<file path="config.mk">
export PLATFORM = sky130hd
export DESIGN_NAME = random_sample_without_replacement
export DESIGN_NICKNAME = d
export VERILOG_FILES = /design/src/design/rswr_pkg.sv /design/src/design/rswr_ctrl.sv /design/src/design/rswr_dp.sv /design/src/design/random_sample_without_replacement.sv
export SDC_FILE = /design/constraint.sdc
export NUM_CORES = 2
export LEC_CHECK = 0
export ABC_AREA = 1
export BUFFER_PORTS_ARGS = -buffer_cell sky130_fd_sc_hd__buf_2
export CAP_MARGIN = 0
export CORE_AREA = 2 2 280 282
export CTS_CLUSTER_DIAMETER = 60
export DETAILED_ROUTE_END_ITERATION = 10
export DIE_AREA = 0 0 282 284
export GPL_ROUTABILITY_DRIVEN = 0
export MAX_ROUTING_LAYER = met4
export PLACE_DENSITY = 0.69
export SYNTH_ARGS = -nofsm -noshare
export SYNTH_HDL_FRONTEND = slang
export SYNTH_SLANG_ARGS = --single-unit
</file>
<file path="constraint.sdc">
create_clock -name clk -period 13.25 [get_ports clk]
set_input_delay 1.325 -clock clk [delete_from_list [all_inputs] [get_ports clk]]
set_output_delay 1.325 -clock clk [all_outputs]
set_load 0.005 [all_outputs]
</file>
<file path="src/design/rswr_pkg.sv">
`timescale 1ns / 1ps

package rswr_pkg;

  // field and state widths
  localparam int IDX_W  = 6;
  localparam int CNT_W  = 7;
  localparam int WORD_W = 64;

  // free-slot search works on groups of this many slots
  localparam int GRP_W   = 8;
  localparam int GRP_CNT_W = 4;
  localparam int GRP_OFF_W = 3;

  // generator rotations and shift
  localparam int ROT_A   = 55;
  localparam int SHIFT_T = 14;
  localparam int ROT_B   = 36;

  // seed reset values
  localparam logic [WORD_W-1:0] SEED_A_RST = 64'd1;
  localparam logic [WORD_W-1:0] SEED_B_RST = 64'd2;

  // register select: paddr[3] picks the 64-bit register
  localparam logic REG_SEED_A = 1'b0;
  localparam logic REG_SEED_B = 1'b1;

  typedef struct packed {
    logic start;
    logic gen_step;
    logic scale;
    logic search;
    logic pick;
  } ctrl_cmd_t;

  typedef struct packed {
    logic last;
  } ctrl_status_t;

  function automatic logic [WORD_W-1:0] rotl64(input logic [WORD_W-1:0] v,
                                                input int k);
    return (v << k) | (v >> (WORD_W - k));
  endfunction

endpackage

</file>
<file path="src/design/rswr_ctrl.sv">
`timescale 1ns / 1ps

module rswr_ctrl (
  input  logic                  clk,
  input  logic                  rst,
  input  logic                  in_valid,
  output logic                  in_stall,
  output logic                  out_valid,
  input  logic                  out_stall,
  input  rswr_pkg::ctrl_status_t status,
  output rswr_pkg::ctrl_cmd_t    cmd
);
  import rswr_pkg::*;

  localparam logic [2:0] S_IDLE   = 3'd0;
  localparam logic [2:0] S_STEP   = 3'd1;
  localparam logic [2:0] S_SCALE  = 3'd2;
  localparam logic [2:0] S_SEARCH = 3'd3;
  localparam logic [2:0] S_PICK   = 3'd4;
  localparam logic [2:0] S_OUT    = 3'd5;

  logic [2:0] state;
  logic [2:0] state_next;

  // state register
  always_ff @(posedge clk) begin
    if (rst) begin
      state <= S_IDLE;
    end else begin
      state <= state_next;
    end
  end

  // next state and commands
  always_comb begin
    state_next = state;
    cmd        = '0;
    in_stall   = 1'b1;
    out_valid  = 1'b0;
    unique case (state)
      S_IDLE: begin
        in_stall = 1'b0;
        if (in_valid) begin
          cmd.start  = 1'b1;
          state_next = S_STEP;
        end
      end
      S_STEP: begin
        cmd.gen_step = 1'b1;
        state_next   = S_SCALE;
      end
      S_SCALE: begin
        cmd.scale  = 1'b1;
        state_next = S_SEARCH;
      end
      S_SEARCH: begin
        cmd.search = 1'b1;
        state_next = S_PICK;
      end
      S_PICK: begin
        cmd.pick   = 1'b1;
        state_next = S_OUT;
      end
      S_OUT: begin
        out_valid = 1'b1;
        if (!out_stall) begin
          state_next = status.last ? S_IDLE : S_STEP;
        end
      end
      default: begin
        state_next = S_IDLE;
      end
    endcase
  end

endmodule

</file>
<file path="src/design/rswr_dp.sv">
`timescale 1ns / 1ps

module rswr_dp #(
  parameter int POOL_DEPTH = 64
) (
  input  logic                          clk,
  input  logic                          rst,
  input  rswr_pkg::ctrl_cmd_t           cmd,
  output rswr_pkg::ctrl_status_t        status,
  input  logic [rswr_pkg::CNT_W-1:0]    pool_size,
  input  logic [rswr_pkg::CNT_W-1:0]    pick_count,
  input  logic                          seed_a_wr,
  input  logic                          seed_b_wr,
  input  logic [rswr_pkg::WORD_W-1:0]   seed_data,
  output logic [rswr_pkg::IDX_W-1:0]    picked_index,
  output logic                          last_pick
);
  import rswr_pkg::*;

  localparam int NGRP    = (POOL_DEPTH + GRP_W - 1) / GRP_W;
  localparam int MASK_W  = NGRP * GRP_W;
  localparam int MASK_IW = $clog2(MASK_W);
  localparam int GRP_IW  = (NGRP > 1) ? $clog2(NGRP) : 1;
  localparam int PROD_W  = WORD_W + CNT_W;

  logic [WORD_W-1:0]  gen_a;
  logic [WORD_W-1:0]  gen_b;
  logic [WORD_W-1:0]  rnd;
  logic [IDX_W-1:0]   pos;
  logic [CNT_W-1:0]   remaining;
  logic [CNT_W-1:0]   picks_left;
  logic [MASK_W-1:0]  taken;
  logic [GRP_IW-1:0]  grp_sel;
  logic [GRP_OFF_W-1:0] off_sel;

  logic [CNT_W-1:0]   size_c;
  logic [CNT_W-1:0]   picks_c;
  logic [WORD_W-1:0]  t_mix;
  logic [PROD_W-1:0]  prod;
  logic [GRP_IW-1:0]  grp_found;
  logic [GRP_OFF_W-1:0] off_found;
  logic [GRP_OFF_W-1:0] bit_found;
  logic [GRP_W-1:0]   free_grp;
  logic [MASK_IW-1:0] pick_slot;

  // request clamping
  always_comb begin
    if (pool_size == '0) begin
      size_c = CNT_W'(1);
    end else if (pool_size > CNT_W'(POOL_DEPTH)) begin
      size_c = CNT_W'(POOL_DEPTH);
    end else begin
      size_c = pool_size;
    end
    if (pick_count == '0) begin
      picks_c = CNT_W'(1);
    end else if (pick_count > size_c) begin
      picks_c = size_c;
    end else begin
      picks_c = pick_count;
    end
  end

  // generator mix term and scaling product
  assign t_mix = gen_a ^ gen_b;
  assign prod  = PROD_W'(rnd) * PROD_W'(remaining);

  // find the group holding the pos-th free slot
  always_comb begin
    logic [GRP_CNT_W-1:0] cnt;
    logic [IDX_W-1:0]     resid;
    logic                 found;
    grp_found = '0;
    off_found = '0;
    resid     = pos;
    found     = 1'b0;
    for (int g = 0; g < NGRP; g++) begin
      cnt = '0;
      for (int b = 0; b < GRP_W; b++) begin
        cnt = cnt + GRP_CNT_W'(!taken[g*GRP_W + b]);
      end
      if (!found) begin
        if (resid < IDX_W'(cnt)) begin
          found     = 1'b1;
          grp_found = GRP_IW'(g);
          off_found = resid[GRP_OFF_W-1:0];
        end else begin
          resid = resid - IDX_W'(cnt);
        end
      end
    end
  end

  // find the off-th free slot within the chosen group
  always_comb begin
    logic [GRP_OFF_W-1:0] seen;
    logic                 found;
    free_grp  = ~taken[grp_sel*GRP_W +: GRP_W];
    bit_found = '0;
    seen      = '0;
    found     = 1'b0;
    for (int b = 0; b < GRP_W; b++) begin
      if (!found && free_grp[b]) begin
        if (seen == off_sel) begin
          found     = 1'b1;
          bit_found = GRP_OFF_W'(b);
        end else begin
          seen = seen + GRP_OFF_W'(1);
        end
      end
    end
  end

  assign pick_slot = MASK_IW'({grp_sel, bit_found});

  // generator state, loaded by seed writes, else stepped on each gen_step
  always_ff @(posedge clk) begin
    if (rst) begin
      gen_a <= SEED_A_RST;
      gen_b <= SEED_B_RST;
    end else if (seed_a_wr || seed_b_wr) begin
      if (seed_a_wr) begin
        gen_a <= seed_data;
      end
      if (seed_b_wr) begin
        gen_b <= seed_data;
      end
    end else if (cmd.gen_step) begin
      gen_a <= rotl64(gen_a, ROT_A) ^ t_mix ^ (t_mix << SHIFT_T);
      gen_b <= rotl64(t_mix, ROT_B);
    end
  end

  // per-request counters and pick flags
  always_ff @(posedge clk) begin
    if (rst) begin
      remaining  <= '0;
      picks_left <= '0;
      last_pick  <= 1'b0;
    end else if (cmd.start) begin
      remaining  <= size_c;
      picks_left <= picks_c;
      last_pick  <= 1'b0;
    end else if (cmd.pick) begin
      remaining  <= remaining - CNT_W'(1);
      picks_left <= picks_left - CNT_W'(1);
      last_pick  <= (picks_left == CNT_W'(1));
    end
  end

  // taken slots: slots past the pool size start out taken
  always_ff @(posedge clk) begin
    if (cmd.start) begin
      for (int i = 0; i < MASK_W; i++) begin
        taken[i] <= (CNT_W'(i) >= size_c);
      end
    end else if (cmd.pick) begin
      taken[pick_slot] <= 1'b1;
    end
  end

  // datapath payload registers
  always_ff @(posedge clk) begin
    if (cmd.gen_step) begin
      rnd <= gen_a + gen_b;
    end
    if (cmd.scale) begin
      pos <= prod[WORD_W +: IDX_W];
    end
    if (cmd.search) begin
      grp_sel <= grp_found;
      off_sel <= off_found;
    end
    if (cmd.pick) begin
      picked_index <= IDX_W'(pick_slot);
    end
  end

  assign status.last = last_pick;

endmodule

</file>
<file path="src/design/random_sample_without_replacement.sv">
`timescale 1ns / 1ps

// channel   signals                               transfer when
// in        in_valid, in_stall, pool_size,        in_valid && !in_stall
//           pick_count
// out       out_valid, out_stall, picked_index,   out_valid && !out_stall
//           last_pick
// cfg       psel, penable, pwrite, paddr, pwdata,  psel && penable && pwrite
//           prdata, pready
//
// a request is accepted in the idle state, then each pick steps through generator
// step, multiply, group search, slot search and output.
// the controller walks one pick at a time; each output waits in its register
// until transferred, and out_stall holds the sequence there.
// rst is synchronous and restores seeds 1 and 2 and the generator.
module random_sample_without_replacement #(
  parameter int POOL_DEPTH = 64
) (
  input  logic                        clk,
  input  logic                        rst,
  input  logic                        in_valid,
  output logic                        in_stall,
  input  logic [rswr_pkg::CNT_W-1:0]  pool_size,
  input  logic [rswr_pkg::CNT_W-1:0]  pick_count,
  output logic                        out_valid,
  input  logic                        out_stall,
  output logic [rswr_pkg::IDX_W-1:0]  picked_index,
  output logic                        last_pick,
  input  logic                        psel,
  input  logic                        penable,
  input  logic                        pwrite,
  input  logic [3:0]                  paddr,
  input  logic [rswr_pkg::WORD_W-1:0] pwdata,
  output logic [rswr_pkg::WORD_W-1:0] prdata,
  output logic                        pready
);
  import rswr_pkg::*;

  ctrl_cmd_t    cmd;
  ctrl_status_t status;
  logic [WORD_W-1:0] seed_a;
  logic [WORD_W-1:0] seed_b;
  logic cfg_wr;
  logic seed_a_wr;
  logic seed_b_wr;

  // register write decode
  assign pready    = 1'b1;
  assign cfg_wr    = psel && penable && pwrite && pready;
  assign seed_a_wr = cfg_wr && (paddr[3] == REG_SEED_A);
  assign seed_b_wr = cfg_wr && (paddr[3] == REG_SEED_B);

  // seed registers for readback
  always_ff @(posedge clk) begin
    if (rst) begin
      seed_a <= SEED_A_RST;
      seed_b <= SEED_B_RST;
    end else begin
      if (seed_a_wr) begin
        seed_a <= pwdata;
      end
      if (seed_b_wr) begin
        seed_b <= pwdata;
      end
    end
  end

  // register read
  always_comb begin
    unique case (paddr[3])
      REG_SEED_A: prdata = seed_a;
      REG_SEED_B: prdata = seed_b;
      default:    prdata = '0;
    endcase
  end

  rswr_ctrl u_ctrl (
    .clk       (clk),
    .rst       (rst),
    .in_valid  (in_valid),
    .in_stall  (in_stall),
    .out_valid (out_valid),
    .out_stall (out_stall),
    .status    (status),
    .cmd       (cmd)
  );

  rswr_dp #(
    .POOL_DEPTH (POOL_DEPTH)
  ) u_dp (
    .clk          (clk),
    .rst          (rst),
    .cmd          (cmd),
    .status       (status),
    .pool_size    (pool_size),
    .pick_count   (pick_count),
    .seed_a_wr    (seed_a_wr),
    .seed_b_wr    (seed_b_wr),
    .seed_data    (pwdata),
    .picked_index (picked_index),
    .last_pick    (last_pick)
  );

endmodule

</file>
==> reports/results.md <==
| Item | Reported |
|---|---|
| Outcome | completed |
| Final critical path time including I/O delays and setup | 12.74 ns |
| Count of buffers from port buffering | 158 |
| Total wirelength of the detailed-routed design | 115000 um |
| Post-synthesis cell count | 5013 |
| Filler cells | 7214 |
| Final setup viols | 0 |
| Number of buffers added by the clock tree synthesis step | 46 |
| Worst path required time | 13.69 ns |
| Yosys warns | 0 |
| Worst-path cell with the longest stage delay | fa_1 |
| Most common cell after layout, fill and taps aside | nand2_1 |
| Post-synthesis instance area | 38200 um^2 |
| Nets | 5772 |
| Root buffer selected by CTS | clkbuf_16 |
| DP Wirelength | 86100 um |
| Area of the die | 80100 um^2 |
| Crit-path max FO | 5 |
| Post-synth EDFFs | 146 |
| Area of combinational cells with multiple inputs | 25100 um^2 |
| Clock tree from TritonCTS | done |
| Initial DRT Pass Iterations | 6 |
| Post-detailed-route count of antenna-violating nets | 0 |
| Starting density of the core | 0.496 |
| Clock slew at reported path FFs | 0.06 ns |
| Critical path's most frequent cell | buf_4 |
| Count of H-tree levels built during CTS | 2 |
| Synth Register Bits | 420 |
| Fraction of final layout cells sized beyond drive strength 1 | 0.122 |
| CP peak stage delay | 0.51 ns |
| Kind of end point of the critical path | flop |
| Row count | 102 |
| Later-pin clock latency in the skew report | 0.61 ns |
| Share of async-settable or async-resettable flops after synthesis | 0 |
| Hold bufs inserted after CTS | 0 |
| Number of antenna violations at the first check in global routing | 0 |
| Total congestion overflow | 0 |
| Synth-to-Final Area Change | 11.1% |
| Horizontal extent of the die | 282 um |
| Unrepaired setup endpoints after global routing | true |
| Max-cap violations | 0 |
| Sink count of the clock tree | 420 |
| Element type at the critical path start | flop |
| Final worst clock skew | 0.0536 ns |
| Wire per inst | 18.6 um |
| Slew margin rel. | 0.112 |
| Commonest register cell after synthesis | dfxtp_1 |
| DRC Markers | 0 |
| Via count of the first global-routing pass | 33600 |
| Pin count of the biggest net entering global routing | 138 |
| Part of the cycle the worst path needs | 0.962 |
| Maximum achievable frequency | 78.5 MHz |
| Worst Path Arrival | 13.18 ns |
| Overall Global Routing Usage | 0.292 |
| Syn avg cell area | 7.62 um^2 |
| Routed vias | 34600 |
| Synthesized net count | 5668 |
| Most frequent cells in the layout | nand2_1 (1451), inv_1 (661), fa_1 (338), a21oi_1 (309), dfxtp_1 (267) |
| Wire length of the first global-routing pass | 182000 um |
| Chip height | 284 um |
| Final-report hold violation count | 0 |
| Final number of max-transition violations | 0 |
| Sequential fraction of the synthesis area | 0.258 |
| Buffer levels on the longest clock path | 3 |
| Hold WC Path Type | flop to flop |
| Final standard cell utilization of the core | 0.551 |
| Vias/cell | 5.59 |
| Number of DRC markers in iteration 0 | 3275 |
| Core ar. | 77000 um^2 |
| Number of antenna diodes | 0 |
| Register area | 9880 um^2 |
| Number of I/O pins | 163 |
| Critical setup path kind | flop to flop |
| Transition time at the pin with the least slew margin | 1.33 ns |
| Distinct cell type count after synthesis | 68 |
state kept, by name (all words and copies together), names as in the netlist, 6 cells and up:
register	cells
seed_a	64
seed_b	64
u_dp.gen_a	64
u_dp.gen_b	64
u_dp.rnd	64
u_dp.taken	64
u_dp.picks_left	7
u_dp.remaining	7
u_dp.picked_index	6
u_dp.pos	6
synth_stat cells (all sizes together) (2+ instances only):
| cell | instances | share of area |
|---|---|---|
| a21o | 8 | 0.0016 |
| o21bai | 4 | 0.00079 |
| o21a | 10 | 0.0020 |
| a221oi | 9 | 0.0021 |
| o211ai | 13 | 0.0026 |
| inv | 694 | 0.068 |
| a21oi | 315 | 0.041 |
| o31ai | 4 | 0.00079 |
| a211oi | 38 | 0.0076 |
| buf | 23 | 0.0030 |
| nand2 | 1494 | 0.15 |
| nand3 | 143 | 0.021 |
| clkinv | 9 | 0.00088 |
| dfxtp | 274 | 0.14 |
| o2111ai | 7 | 0.0016 |
| a32oi | 11 | 0.0025 |
| nor4 | 9 | 0.0015 |
| o221a | 3 | 0.00088 |
| a22oi | 2 | 0.00039 |
| xor2 | 129 | 0.030 |
| or2 | 59 | 0.0097 |
| a2111oi | 3 | 0.00085 |
| nand3b | 2 | 0.00039 |
| nor3 | 21 | 0.0031 |
| o221ai | 8 | 0.0018 |
| o21ai | 258 | 0.034 |
| fa | 347 | 0.18 |
| clkbuf | 224 | 0.022 |
| a31oi | 183 | 0.030 |
| o22ai | 13 | 0.0021 |
| edfxtp | 146 | 0.11 |
| a21boi | 10 | 0.0021 |
| a41oi | 2 | 0.00046 |
| nand4 | 20 | 0.0033 |
| ha | 219 | 0.072 |
| and2 | 2 | 0.00033 |
| nor2 | 246 | 0.027 |
| xnor2 | 43 | 0.010 |
worst paths after layout:
kind	startpoint	end	slack (ns)	depth (start not counted)
setup / recovery	u_dp.taken[0]	u_dp.off_sel[2]	0.51	80
hold / removal	seed_b[18]	seed_b[18]	0.46	2
setup reg to reg	u_dp.taken[0]	u_dp.off_sel[2]	0.51	80
hold reg to reg	seed_b[18]	seed_b[18]	0.46	2
cells by family after synthesis:
logic type	after synthesis	share of synthesized area
compound gates	906	0.137
fa+ha+maj	566	0.254
xor+xnor	172	0.0402
simple gates	1998	0.217
buf+inv	950	0.0941
other cells	1	0.0000982
flops	420	0.258
layout make-up:
type                            instances  share of cell area
Clock inverter                         24             0.00572
Clock buffer                           62              0.0312
Tap cell                             1040              0.0307
Inverter                              703              0.0622
Timing Repair Buffer                  303              0.0449
Multi-Input combinational cell       3643               0.592
Sequential cell                       420               0.233
critical path, delay by kind of cell (launching register included):
kind                     cells  cell delay (ns)
adder cells (fa/ha/maj)     15             4.71
AND/OR/NAND/NOR             32             3.45
buffers and inverters       20             2.17
AO/OA/AOI/OAI               12             1.72
flip-flops                   1             0.38
XOR/XNOR                     1             0.16
through the flow:
| stage | TNS [ns] | cell area, um^2 | setup slack [ns] | hold slack, ns | std cells |
|---|---|---|---|---|---|
| finish | 0 | 42400 | 0.510 | 0.460 | 6195 |
| global route | -0.754 | 42400 | -0.199 | 0.479 | 6195 |
| CTS | 0 | 42000 | 0.00592 | 0.463 | 6178 |
| detailed placement | -3.91 | 40300 | -0.696 | 0.453 | 6077 |
| global placement | -2.19 | 40300 | -0.418 | 0.448 | 6077 |
| floorplan | 0 | 38200 | 0.0405 | 0.441 | 5013 |
layer usage:
layer  vias up  wire length, um  GRT usage
li1      16300                -          -
met1     16500            47000      0.376
met2      1455            54400      0.467
met3       296             8050     0.0327
met4         0             5510      0.125
met5         -                0          -
timing repair:
item | CTS | global route
setup buffers | 15 | 17
gates resized for setup | 27 | 88
endpoints found under the setup margin | 6 | 6
hold endpoints to repair | 0 | 0
pin swaps | 16 | 65
Power is left out: the tool's default activity adds up to more than one toggle a clock period on the data nets, which glitch-free logic cannot reach.
